File: config.mk
export PLATFORM = sky130hd
export DESIGN_NAME = bclr_ctrl
export DESIGN_NICKNAME = d
export VERILOG_FILES = /design/src/hdl/bicubic_line_resampler_macros.svh /design/src/hdl/bclr_pkg.sv /design/src/hdl/bclr_ctrl.sv
export SDC_FILE = /design/constraint.sdc
export NUM_CORES = 1
export LEC_CHECK = 0
export BUFFER_PORTS_ARGS = -buffer_cell sky130_fd_sc_hd__buf_2
export CAP_MARGIN = 10
export CORE_ASPECT_RATIO = 0.9
export CORE_UTILIZATION = 56
export DETAILED_ROUTE_END_ITERATION = 16
export PLACE_DENSITY = 0.84
export SYNTH_ARGS = -nofsm -noshare
export SYNTH_HDL_FRONTEND = slang
export SYNTH_SLANG_ARGS = --single-unit
export TNS_END_PERCENT = 100
File: constraint.sdc
create_clock -name clk_i -period 4.57 [get_ports clk_i]
set_input_delay 0.457 -clock clk_i [delete_from_list [all_inputs] [get_ports clk_i]]
set_output_delay 0.457 -clock clk_i [all_outputs]
set_load 0.05 [all_outputs]
File: src/hdl/bicubic_line_resampler_macros.svh
// Assertion macros for the bicubic line resampler datapath.
`ifndef BICUBIC_LINE_RESAMPLER_MACROS_SVH
`define BICUBIC_LINE_RESAMPLER_MACROS_SVH

// Same-cycle implication, disabled while reset is asserted.
`define BCLR_ASSERT_IMP(lbl, clk, rst_n, ante, cons) \
  lbl: assert property (@(posedge clk) disable iff (!rst_n) (ante) |-> (cons)) \
    else $error("bicubic line resampler assertion failed");

// Next-cycle implication, disabled while reset is asserted.
`define BCLR_ASSERT_NXT(lbl, clk, rst_n, ante, cons) \
  lbl: assert property (@(posedge clk) disable iff (!rst_n) (ante) |=> (cons)) \
    else $error("bicubic line resampler assertion failed");

`endif

File: src/hdl/bclr_pkg.sv
// Shared types and constants of the bicubic line resampler.
package bclr_pkg;

  // Field and register widths.
  localparam int unsigned CH_W       = 8;
  localparam int unsigned PIX_W      = 32;
  localparam int unsigned LEN_W      = 13;
  localparam int unsigned STEP_W     = 29;
  localparam int unsigned INV_W      = 17;
  localparam int unsigned CFG_IDX_W  = 3;
  localparam int unsigned CFG_DATA_W = 29;
  localparam int unsigned RAW_W      = 32;

  // Up to this many results follow one input request.
  localparam int unsigned MAX_BURST = 4;
  localparam int unsigned BURST_W   = 3;

  // One in unsigned Q16.
  localparam int unsigned Q16_ONE = 65536;

  // Configuration register indexes.
  typedef enum logic [CFG_IDX_W-1:0] {
    CFG_LINE_IN  = 3'd0,
    CFG_LINE_OUT = 3'd1,
    CFG_STEP     = 3'd2,
    CFG_INV      = 3'd3,
    CFG_ALPHA    = 3'd4
  } cfg_idx_e;

  // Commands from the controller to the datapath.
  typedef struct packed {
    logic px_write;
    logic rng_mul;
    logic rng_eval;
    logic k_ad;
    logic k_u;
    logic k_s2;
    logic k_s3;
    logic k_f;
    logic p2_init;
    logic p2_read;
    logic div_load;
    logic div_step;
    logic mac;
    logic out_finish;
    logic emit;
    logic emit_last;
    logic step_done;
  } bclr_cmd_t;

  // Status from the datapath to the controller.
  typedef struct packed {
    logic stop;
    logic early;
    logic taps_empty;
    logic tap_last;
    logic div_last;
    logic out_free;
    logic hold_valid;
  } bclr_sts_t;

endpackage

File: src/hdl/bclr_ctrl.sv
// Controller state machine sequencing tap range, kernel, normalization and filtering.
module bclr_ctrl
  import bclr_pkg::*;
(
  input  logic      clk_i,
  input  logic      rst_ni,
  input  logic      s_valid_i,
  output logic      s_ready_o,
  input  bclr_sts_t sts_i,
  output bclr_cmd_t cmd_o
);

  typedef enum logic [15:0] {
    S_IDLE  = 16'b0000_0000_0000_0001,
    S_RMUL  = 16'b0000_0000_0000_0010,
    S_REVAL = 16'b0000_0000_0000_0100,
    S_CHECK = 16'b0000_0000_0000_1000,
    S_KAD   = 16'b0000_0000_0001_0000,
    S_KU    = 16'b0000_0000_0010_0000,
    S_KS2   = 16'b0000_0000_0100_0000,
    S_KS3   = 16'b0000_0000_1000_0000,
    S_KF    = 16'b0000_0001_0000_0000,
    S_P2I   = 16'b0000_0010_0000_0000,
    S_RD    = 16'b0000_0100_0000_0000,
    S_DLD   = 16'b0000_1000_0000_0000,
    S_DIV   = 16'b0001_0000_0000_0000,
    S_MAC   = 16'b0010_0000_0000_0000,
    S_FIN   = 16'b0100_0000_0000_0000,
    S_FLUSH = 16'b1000_0000_0000_0000
  } state_e;

  state_e state_q, state_d;

  // Next state and commands.
  always_comb begin
    state_d   = state_q;
    cmd_o     = '0;
    s_ready_o = 1'b0;
    unique case (state_q)
      S_IDLE: begin
        s_ready_o = 1'b1;
        if (s_valid_i) begin
          cmd_o.px_write = 1'b1;
          state_d        = S_RMUL;
        end
      end
      S_RMUL: begin
        if (sts_i.stop) begin
          state_d = S_FLUSH;
        end else begin
          cmd_o.rng_mul = 1'b1;
          state_d       = S_REVAL;
        end
      end
      S_REVAL: begin
        cmd_o.rng_eval = 1'b1;
        state_d        = S_CHECK;
      end
      S_CHECK: begin
        if (sts_i.early) begin
          state_d = S_FLUSH;
        end else if (!sts_i.hold_valid || sts_i.out_free) begin
          // The previous result was not the last of the burst.
          cmd_o.emit = sts_i.hold_valid;
          state_d    = sts_i.taps_empty ? S_P2I : S_KAD;
        end
      end
      S_KAD: begin
        cmd_o.k_ad = 1'b1;
        state_d    = S_KU;
      end
      S_KU: begin
        cmd_o.k_u = 1'b1;
        state_d   = S_KS2;
      end
      S_KS2: begin
        cmd_o.k_s2 = 1'b1;
        state_d    = S_KS3;
      end
      S_KS3: begin
        cmd_o.k_s3 = 1'b1;
        state_d    = S_KF;
      end
      S_KF: begin
        cmd_o.k_f = 1'b1;
        state_d   = sts_i.tap_last ? S_P2I : S_KAD;
      end
      S_P2I: begin
        cmd_o.p2_init = 1'b1;
        state_d       = sts_i.taps_empty ? S_FIN : S_RD;
      end
      S_RD: begin
        cmd_o.p2_read = 1'b1;
        state_d       = S_DLD;
      end
      S_DLD: begin
        cmd_o.div_load = 1'b1;
        state_d        = S_DIV;
      end
      S_DIV: begin
        cmd_o.div_step = 1'b1;
        if (sts_i.div_last) begin
          state_d = S_MAC;
        end
      end
      S_MAC: begin
        cmd_o.mac = 1'b1;
        state_d   = sts_i.tap_last ? S_FIN : S_RD;
      end
      S_FIN: begin
        cmd_o.out_finish = 1'b1;
        state_d          = S_RMUL;
      end
      S_FLUSH: begin
        if (!sts_i.hold_valid) begin
          cmd_o.step_done = 1'b1;
          state_d         = S_IDLE;
        end else if (sts_i.out_free) begin
          cmd_o.emit      = 1'b1;
          cmd_o.emit_last = 1'b1;
          cmd_o.step_done = 1'b1;
          state_d         = S_IDLE;
        end
      end
      default: begin
        state_d = S_IDLE;
      end
    endcase
  end

  // State register.
  always_ff @(posedge clk_i or negedge rst_ni) begin
    if (!rst_ni) begin
      state_q <= S_IDLE;
    end else begin
      state_q <= state_d;
    end
  end

endmodule

==> metrics.md, run 1 <==
| Metric | Value |
|---|---|
| Die X | 49.3 um |
| Area leader, netlist | dfrtp_1 |
| CTS resizes | 0 |
| Final WS setup | 1.69 ns |
| Count of pins over their slew limit | 0 |
| Final Hold Fails | 0 |
| Worst Skew | 0.00153 ns |
| Max cap viols | 0 |
| Fin crit period | 2.88 ns |
| TritonCTS clock tree | done |
| Pwr Total | 544 uW |
| Total core area | 1900 um^2 |
| Critical path's slowest cell | dfrtp_1 |
| Ys Warns | 0 |
| Worst-Margin Slew | 0.503 ns |
| Setup TNS | 0 ns |
| Starting DRT DRC Count | 29 |
| Critical path endpoint category | output port |
| Number of global-route vias before repair | 983 |
| Number of synthesized flops with an enable pin | 0 |
| Post-synthesis cell type count | 43 |
| Total Wirelength | 2520 um |
| Area contributors post-synth | dfrtp_1, nor4_4, nor2_1 |
| Grt ovf | 0 |
| Root Driver | clkbuf_4 |
| Critical path's top delay family | simple AND/OR/NAND/NOR gates |
| Total number of vias | 1034 |
| # IOs | 28 |
| Number of remaining DRC errors | 0 |
| H-tree Lvls | 1 |
| HP Class | primary input to asynchronous set/reset pin |
| Share of cells above drive strength 1 | 0.310 |
| Slew HR | 0.662 |
| Post-Syn Area per Cell | 9.39 um^2 |
| Cells after Synth | 120 |
| Synth top area share | 0.333 |
| Worst Path Buf+Inv | 1 |
| Antenna violations before repair | 0 |
| Number of setup buffers added after CTS | 0 |
| Vias per cell | 6.08 |
| Cell leakage power | 0.000632 uW |
| Initial Util | 0.595 |
| Ant diodes | 0 |
| Placed Instances | 166 |
| Worst skew pair latency | 0.28 ns |
| Final cell count without fillers | 170 |
| RR Endpoint | state_q[15]$_DFFE_PN0P_ |
| Max clock buf depth | 2 |
| Post-Synthesis Cell Area | 1130 um^2 |
| Crit Path Class | flop to output port |
| RSZ-0062 raised after global routing | false |
| Sequential share of the synthesized area | 0.356 |
| WP data arrival | 2.42 ns |
| Ys async rst share | 1.00 |
| Yosys reg bits | 16 |
| PortBufs | 27 |
| Max reg flops | 16 |
| Drt first pass iters | 4 |
| Row cnt | 15 |
| Start point of the critical path | state_q[3]$_DFFE_PN0P_ |
| Final Net Count | 156 |
| CP max stage delay | 0.53 ns |
| Endpoints failing setup | 0 |
| Max Clock Freq | 347 MHz |
| Worst slack, placed | 2.04 ns |
| Routability cong. | 0.834 |
| Final HPWL DP | 1970 um |
| Instance count on the critical path | 4 |
| Chip height | 44.6 um |
| Status | finished clean |
| CTS buffer count | 3 |
| Critical Path Fanout Max | 11 |
| CTS Hold Bufs | 0 |
| FF-to-FF path depth | 5 |
| Reg-to-reg startpoint | state_q[4]$_DFFE_PN0P_ |
| Fin crit share | 0.630 |
| Clk pin slew, worst setup/hold paths | 0.09 ns |
| Most used DFF post-synth | dfrtp_1 |
| Wire per inst | 14.8 um |
| Mapped Nets | 130 |
| Syn-to-layout area delta | 14.9% |
| Reg2Reg Setup Slack | 2.53 ns |
| Num Clock Sinks | 16 |
| Worst path cell trace | nor4_4, nand4_2, nor4b_1, buf_2 |
| Tot GR Track Use | 0.265 |
| PwrDens | 420 nW/um^2 |
| Most flops, register | state_q |
| Worst setup SP type | flop |
| Maximum VDD drop | 0.348 mV |
| First-pass GRT wire length | 4330 um |
| Largest net degree at the start of global routing | 17 |
| CP Data Required Time | 4.11 ns |
| Largest regs | state_q x16 |
| Final ANT Viol Nets | 0 |
| Total Die Area | 2200 um^2 |
| End of the critical path | cmd_o[7] |
## per-stage QoR
step	area, um^2	hold slack, ns	util
after floorplan	1130	0.161	-
after global placement	1260	0.387	0.664
after detailed placement	1260	0.391	0.664
after CTS	1290	0.0747	0.683
after global routing	1290	0.0989	0.683
final	1290	0.0699	0.683
## synth_stat cells, types with 2 or more instances
| library cell | count |
|---|---|
| xnor2_1 | 2 |
| a22oi_1 | 2 |
| nor4_1 | 7 |
| inv_1 | 7 |
| nor4b_1 | 3 |
| xor2_1 | 3 |
| nor4b_2 | 2 |
| nand3_1 | 4 |
| or4b_2 | 2 |
| buf_2 | 4 |
| a21o_1 | 2 |
| nor3_1 | 4 |
| nand2b_1 | 5 |
| nor2_1 | 15 |
| nand4_1 | 4 |
| nor2b_1 | 3 |
| nor4_4 | 3 |
| o21ai_0 | 3 |
| nand2_1 | 4 |
| a22o_1 | 2 |
| or3_1 | 2 |
| dfrtp_1 | 15 |
| o22ai_1 | 2 |
## routing by layer
metal | global-route usage | vias up | part of all wire
met5 | 0 | - | 0
met4 | 0.159 | 0 | 0.022
met3 | 0.0378 | 10 | 0.064
met2 | 0.441 | 49 | 0.49
met1 | 0.332 | 478 | 0.43
li1 | - | 497 | -
## area by class of cell
type | instances | area [um^2]
fill | 159 | 601
inverter | 7 | 26.3
multi-input combinational | 91 | 664
clock buffer | 4 | 36.3
sequential | 16 | 402
timing repair buffer | 27 | 135
tap | 25 | 31.3
## worst min path at each step
stage | start | to | slack [ns] | cells past startpoint
2_1_floorplan | rst_ni | state_q[10]$_DFFE_PN0P_ | 0.16 | 0
3_3_place_gp | rst_ni | state_q[7]$_DFFE_PN0P_ | 0.39 | 1
3_5_place_dp | rst_ni | state_q[8]$_DFFE_PN0P_ | 0.39 | 1
4_1_cts | rst_ni | state_q[8]$_DFFE_PN0P_ | 0.07 | 1
5_1_grt | rst_ni | state_q[6]$_DFFE_PN0P_ | 0.1 | 1
6_report | rst_ni | state_q[8]$_DFFE_PN0P_ | 0.07 | 1
## cells by family after synthesis
group                     share of synthesized area
buffers and inverters                        0.0544
AOI/OAI and AO/OA                             0.113
and+or+nand+nor                               0.437
DFF                                           0.356
xor gates and xnor gates                     0.0389
## power breakdown
part	switching (uW)	internal, uW	total (uW)
sequential	31.9	159	191
clock	45.0	48.5	93.5
combinational	172	88.0	260
## cells in the final DEF, fill, tap and decap left out, types with 4 or more instances in the layout
cell and count:
buf_2 27, nor2_1 15, dfrtp_1 15, nor4_1 7
inv_1 7, nand2b_1 5, nand3_1 4, nand4_1 4
nor3_1 4, nand2_1 4
Note: power is estimated with default switching activity, not from simulation.
==> run 2: changes to the inputs <==
--- a/config.mk
+++ b/config.mk
@@ -5,12 +5,13 @@
 export SDC_FILE = /design/constraint.sdc
 export NUM_CORES = 1
 export LEC_CHECK = 0
+export ABC_AREA = 1
 export BUFFER_PORTS_ARGS = -buffer_cell sky130_fd_sc_hd__buf_2
 export CAP_MARGIN = 10
 export CORE_ASPECT_RATIO = 0.9
-export CORE_UTILIZATION = 56
+export CORE_UTILIZATION = 53
 export DETAILED_ROUTE_END_ITERATION = 16
-export PLACE_DENSITY = 0.84
+export PLACE_DENSITY = 0.79
 export SYNTH_ARGS = -nofsm -noshare
 export SYNTH_HDL_FRONTEND = slang
 export SYNTH_SLANG_ARGS = --single-unit
==> constraint.sdc (replaced) <==
create_clock -name clk_i -period 2.95 [get_ports clk_i]
set_input_delay 0.295 -clock clk_i [delete_from_list [all_inputs] [get_ports clk_i]]
set_output_delay 0.295 -clock clk_i [all_outputs]
set_load 0.05 [all_outputs]
==> run 2 against run 1 <==
Clock skew grew 0.0020 ns. First-iteration DRC count rose by 31%. Power grew 73%. Utilization shrank 2.4 points. Non-clock buffer count increased by 1. Sequential cell count stayed put. Synthesized area is 12% higher. Clock power rose by 60%. Synthesized cell count is 53% higher. Worst setup slack got worse by 1.0 ns. Worst hold slack improved by 0.10 ns. Largest cell class unchanged.
==> metrics.md, run 2 <==
| Metric | Value |
|---|---|
| Worst setup SP type | flop |
| Most flops, register | state_q |
| H-tree Lvls | 1 (unchanged) |
| Syn-to-layout area delta | 15.5% |
| Largest net degree at the start of global routing | 17 (unchanged) |
| Drt first pass iters | 4 (unchanged) |
| Count of pins over their slew limit | 0 (unchanged) |
| Reg2Reg Setup Slack | 1.20 ns (-1.33 ns) |
| Reg-to-reg startpoint | state_q[9]$_DFFE_PN0P_ |
| Critical path endpoint category | output port |
| # fillers | 201 (+26%) |
| Total Die Area | 2590 um^2 (+18%) |
| Grt ovf | 0 (unchanged) |
| Total number of vias | 1256 (+21%) |
| Synth top area share | 0.296 (-0.0368) |
| Sequential share of the synthesized area | 0.317 (-0.0394) |
| PwrDens | 643 nW/um^2 (+53%) |
| Root Driver | clkbuf_4 |
| Most instantiated cells after synthesis | nor2_1, inv_1, nand2_1 |
| PortBufs | 27 (unchanged) |
| Post-Synthesis Cell Area | 1270 um^2 (+12%) |
| CTS resizes | 0 (unchanged) |
| Critical Path Fanout Max | 13 (+2) |
| Ys async rst share | 1.00 (unchanged) |
| Number of remaining DRC errors | 0 (unchanged) |
| Slew HR | 0.734 (+0.0716) |
| Cell leakage power | 0.000867 uW (+37%) |
| Max reg flops | 16 (unchanged) |
| Worst skew pair latency | 0.29 ns (about the same) |
| Routability cong. | 0.832 (-0.24%) |
| Starting DRT DRC Count | 38 (+31%) |
| Vias per cell | 5.23 (-14%) |
| Initial Util | 0.570 (-0.0243) |
| Final Hold Fails | 0 (unchanged) |
| Most frequent cells in the layout | nor2_1, inv_1, nand2_1 |
| Maximum VDD drop | 0.445 mV (+28%) |
| Worst-Margin Slew | 0.397 ns (-0.105 ns) |
| Number of synthesized flops with an enable pin | 0 (unchanged) |
| CTS buffer count | 3 (unchanged) |
| Share of cells above drive strength 1 | 0.291 (-0.0193) |
| Post-synthesis cell type count | 28 (-35%) |
| Hold WS | 0.170 ns (+0.100 ns) |
| Seq. cell area | 402 um^2 (unchanged) |
| Number of setup buffers added after CTS | 0 (unchanged) |
| FF-to-FF path depth | 8 (+3) |
| Wire per inst | 12.2 um (-17%) |
| CP Data Required Time | 2.65 ns (-1.46 ns) |
| Largest regs | state_q x16 |
| First-pass GRT wire length | 4950 um (+14%) |
| RSZ-0062 raised after global routing | false |
| HP Class | primary input to flop |
| Max Clock Freq | 434 MHz |
| Final ANT Viol Nets | 0 (unchanged) |
| Most used DFF post-synth | dfrtp_1 |
| Min-delay src | sts_i[6] |
| Total core area | 2220 um^2 (+17%) |
| WP data arrival | 2.01 ns (-0.41 ns) |
| Status | finished clean |
| Total Wirelength | 2940 um (+17%) |
| Ys Warns | 0 (unchanged) |
| Max clock buf depth | 2 (unchanged) |
| Final Net Count | 224 (+44%) |
| Antenna violations before repair | 0 (unchanged) |
| Area contributors post-synth | dfrtp_1, nor2_1, inv_1 |
| Most common cell after layout, fill and taps aside | nor2_1 |
| Most frequent cell after synthesis | nor2_1 |
| Fin crit share | 0.781 |
| Max cap viols | 0 (unchanged) |
| Setup TNS | 0 ns (unchanged) |
| Ant diodes | 0 (unchanged) |
| Mapped Nets | 193 (+48%) |
| Worst Hold End | state_q[2]$_DFFE_PN0P_ |
| Cells after Synth | 183 (+53%) |
| Die X | 53.5 um (+8.6%) |
| Final HPWL DP | 2410 um (+22%) |
| Crit Path Class | flop to output port |
| Post-Syn Area per Cell | 6.93 um^2 (-26%) |
| Clk pin slew, worst setup/hold paths | 0.10 ns (about the same) |
| Fin crit period | 2.30 ns |
| Endpoints failing setup | 0 (unchanged) |
| # IOs | 28 (unchanged) |
| RR Endpoint | state_q[4]$_DFFE_PN0P_ |
| Worst Skew | 0.00358 ns (+0.00204 ns) |
| Num Clock Sinks | 16 (unchanged) |
| Multi-input logic area | 726 um^2 (+9.2%) |
| TritonCTS clock tree | done |
| Number of global-route vias before repair | 1120 (+14%) |
| Yosys reg bits | 16 (unchanged) |
| Tot GR Track Use | 0.261 (-0.00434) |
| Area leader, netlist | dfrtp_1 |
| Chip height | 48.4 um (+8.6%) |
| Hold depth | 2 |
| Row cnt | 16 (+1) |
run 2: critical path, cell delays in order (launching register included):
cell     delay, ns
dfrtp_1       0.41
nor2_1        0.21
nand2_2       0.15
nor2_4        0.27
nand3_1       0.21
a21oi_1       0.18
buf_2         0.28
run 2: kinds of logic after synthesis:
logic type	count (synthesis)	synth area share
DFF	16	0.317
AOI/OAI and AO/OA	12	0.0563
and+or+nand+nor	121	0.516
buffers and inverters	34	0.111
run 2: final cells by class:
cell class	count	share of cell area
inverter	32	0.0829
tap	27	0.0231
clock buffer	4	0.0248
timing repair buffer	28	0.0991
sequential	16	0.274
multi-input combinational	133	0.496
run 2: power breakdown:
group	leakage (uW)	switching [uW]	total (uW)	internal (uW)
clock	0.0000210	74.6	150	75.3
sequential	0.000218	27.7	274	246
combinational	0.000627	368	517	150
total	0.000867	470	941	471
run 2: through the flow:
step | total power (uW) | util | instance area [um^2] | worst slack, ns | cells
finish | 941 | 0.659 | 1460 | 0.647 | 240
detailed placement | 791 | 0.638 | 1420 | 0.990 | 235
floorplan | 714 | - | 1270 | 0.715 | 183
global placement | 779 | 0.638 | 1420 | 1.04 | 235
CTS | 942 | 0.659 | 1460 | 0.646 | 240
global route | 1010 | 0.659 | 1460 | 0.449 | 240
run 2: timing repair:
item,CTS,global route
hold buffers,1,0
endpoints found under the hold margin,15,0
endpoints found under the setup margin,0,0
run 2: layer usage:
layer,share of wire,global-route usage,wire (um),up-vias
li1,-,-,-,632
met1,0.46,0.353,1340,585
met2,0.49,0.410,1440,32
met3,0.038,0.0597,111,7
met4,0.015,0.0702,44,0
met5,0,0,0,-
run 2: worst max-delay path by stage:
stage	endpoint	slack, ns	from	cells after the start
2_1_floorplan	cmd_o[11]	0.72	state_q[13]$_DFFE_PN0P_	5
3_3_place_gp	cmd_o[2]	1.04	state_q[13]$_DFFE_PN0P_	6
3_5_place_dp	cmd_o[2]	0.99	state_q[9]$_DFFE_PN0P_	6
4_1_cts	cmd_o[2]	0.65	state_q[9]$_DFFE_PN0P_	6
5_1_grt	cmd_o[2]	0.45	state_q[10]$_DFFE_PN0P_	6
6_report	cmd_o[2]	0.65	state_q[9]$_DFFE_PN0P_	6
==> run 3: changes to the inputs <==
==> constraint.sdc (replaced) <==
create_clock -name clk_i -period 2.4 [get_ports clk_i]
set_input_delay 0.24 -clock clk_i [delete_from_list [all_inputs] [get_ports clk_i]]
set_output_delay 0.24 -clock clk_i [all_outputs]
set_load 0.05 [all_outputs]
==> run 3 against run 2 <==
Register-to-register slack got worse by 0.54 ns. Non-clock buffer count up 3. Critical path depth up 2. First-iteration DRC count is 11% lower. Clock skew shrank 0.00075 ns. Utilization is 1.0 points higher. Worst hold slack worse by 0.052 ns. Worst setup slack got worse by 0.43 ns. Cell count increased by 1.3%. Critical path type unchanged.
==> metrics.md, run 3 (same netlist as run 2, synthesis figures left out) <==
| Metric | Value |
|---|---|
| Status | finished clean |
| Row cnt | 16 (unchanged) |
| Largest regs | state_q x16 |
| Critical path's most frequent cell | nand2_4 |
| Final Hold Fails | 0 (unchanged) |
| Chip height | 48.4 um (unchanged) |
| HP Class | primary input to flop |
| Max Clock Freq | 458 MHz |
| Tot GR Track Use | 0.261 (unchanged) |
| First-pass GRT wire length | 4950 um (unchanged) |
| Multi-input logic area | 726 um^2 (unchanged) |
| Worst Path Buf+Inv | 2 (+1) |
| Hold WS | 0.118 ns (-0.0522 ns) |
| Endpoints failing setup | 0 (unchanged) |
| Grt ovf | 0 (unchanged) |
| Most common cell after layout, fill and taps aside | nor2_1 |
| Slew HR | 0.735 (+0.000781) |
| Reg-to-reg startpoint | state_q[10]$_DFFE_PN0P_ |
| Routability cong. | 0.832 (unchanged) |
| Max clock buf depth | 2 (unchanged) |
| Number of global-route vias before repair | 1120 (unchanged) |
| TritonCTS clock tree | done |
| Maximum VDD drop | 0.552 mV (+24%) |
| Worst path cell trace | nor2_2, nand2_4, nor2_8, nand2_4, clkinv_2, nand2_4, a21oi_1, buf_2 |
| Worst-Margin Slew | 0.396 ns (-0.00117 ns) |
| Die X | 53.5 um (unchanged) |
| Final ANT Viol Nets | 0 (unchanged) |
| Total Wirelength | 3010 um (+2.5%) |
| Critical Path Fanout Max | 12 (-1) |
| Cell leakage power | 0.000880 uW (+1.5%) |
| Crit Path Class | flop to output port |
| Hold depth | 2 (unchanged) |
| Worst skew pair latency | 0.29 ns (about the same) |
| Reg2Reg Setup Slack | 0.66 ns (-0.54 ns) |
| Syn-to-layout area delta | 17.3% |
| Count of pins over their slew limit | 0 (unchanged) |
| Worst Skew | 0.00282 ns (-0.000753 ns) |
| Antenna violations before repair | 0 (unchanged) |
| RSZ-0062 raised after global routing | false |
| Worst setup SP type | flop |
| Total number of vias | 1264 (+0.64%) |
| Clk pin slew, worst setup/hold paths | 0.10 ns (about the same) |
| Placed Instances | 235 (unchanged) |
| Wire per inst | 12.4 um (+1.2%) |
| Ant diodes | 0 (unchanged) |
| Max cap viols | 0 (unchanged) |
| Root Driver | clkbuf_4 |
| FF-to-FF path depth | 9 (+1) |
| Max reg flops | 16 (unchanged) |
| Total Die Area | 2590 um^2 (unchanged) |
| Min-delay src | sts_i[6] |
| Num Clock Sinks | 16 (unchanged) |
| Critical path's slowest cell | dfrtp_1 |
| Worst Hold End | state_q[2]$_DFFE_PN0P_ |
| Final Net Count | 227 (+1.3%) |
| RR Endpoint | state_q[4]$_DFFE_PN0P_ |
| # fillers | 195 (-3.0%) |
| Critical path's top delay family | simple AND/OR/NAND/NOR gates |
| WP data arrival | 1.94 ns (-0.07 ns) |
| CTS buffer count | 3 (unchanged) |
| Final HPWL DP | 2410 um (unchanged) |
| Fin crit share | 0.909 |
| H-tree Lvls | 1 (unchanged) |
| Most frequent cells in the layout | nor2_1, inv_1, nand2_1 |
| # IOs | 28 (unchanged) |
| PwrDens | 796 nW/um^2 (+24%) |
| Fin crit period | 2.18 ns |
| Most flops, register | state_q |
| Starting DRT DRC Count | 34 (-11%) |
| Setup TNS | 0 ns (unchanged) |
| Share of cells above drive strength 1 | 0.301 (+0.00985) |
| Total core area | 2220 um^2 (unchanged) |
| PortBufs | 27 (unchanged) |
| Vias per cell | 5.20 (-0.61%) |
| Number of remaining DRC errors | 0 (unchanged) |
| CP Data Required Time | 2.16 ns (-0.49 ns) |
| Largest net degree at the start of global routing | 17 (unchanged) |
| Final cell count without fillers | 243 (+1.3%) |
| Seq. cell area | 402 um^2 (unchanged) |
| Critical path endpoint category | output port |
| Drt first pass iters | 4 (unchanged) |
| CP max stage delay | 0.42 ns (about the same) |
| Initial Util | 0.570 (unchanged) |
[run 3: power by group]
| part | switching, uW | internal, uW |
|---|---|---|
| Clock | 91.0 | 92.5 |
| Sequential | 34.3 | 302 |
| Combinational | 465 | 199 |
[run 3: how the worst max path moves through the flow]
stage / startpoint / slack, ns / to / depth (start not counted)
final: state_q[3]$_DFFE_PN0P_ / 0.22 / cmd_o[2] / 8
after global routing: state_q[3]$_DFFE_PN0P_ / 0.08 / cmd_o[2] / 8
after CTS: state_q[9]$_DFFE_PN0P_ / 0.15 / cmd_o[2] / 6
after detailed placement: state_q[9]$_DFFE_PN0P_ / 0.49 / cmd_o[2] / 6
after global placement: state_q[13]$_DFFE_PN0P_ / 0.55 / cmd_o[2] / 6
after floorplan: state_q[13]$_DFFE_PN0P_ / 0.22 / cmd_o[11] / 5
[run 3: layout make-up]
| type | count | share of cell area |
|---|---|---|
| Multi-Input combinational cell | 133 | 0.488 |
| Sequential cell | 16 | 0.270 |
| Timing Repair Buffer | 31 | 0.113 |
| Clock buffer | 4 | 0.0244 |
| Inverter | 32 | 0.0816 |
| Tap cell | 27 | 0.0227 |
[run 3: metal layers]
layer	up-vias	share of wire	track usage
li1	638	-	-
met1	583	0.46	0.353
met2	34	0.48	0.410
met3	9	0.039	0.0597
met4	0	0.020	0.0702
met5	-	0	0
[run 3: per-stage QoR]
step	util	setup WS [ns]	cell area (um^2)	total power [uW]
2_1_floorplan	-	0.220	1270	877
3_3_place_gp	0.638	0.549	1420	957
3_5_place_dp	0.638	0.495	1420	972
4_1_cts	0.659	0.151	1460	1160
5_1_grt	0.669	0.0837	1490	1270
6_report	0.669	0.218	1490	1180
[run 3: worst reg2reg max path, cell delays in order, from the launching register on]
cell	delay, ns
dfrtp_1	0.41
nor2_1	0.22
nand2_2	0.14
nor2_4	0.19
buf_4	0.15
inv_2	0.06
nor2_1	0.08
nand3_1	0.15
nand3_4	0.16
nor2_1	0.08
[run 3: what timing repair did]
action,4_1_cts,5_1_grt
setup endpoints to repair,0,1
hold endpoints to repair,15,0
buffers inserted,0,3
hold buffers,1,0
resized for setup,0,0
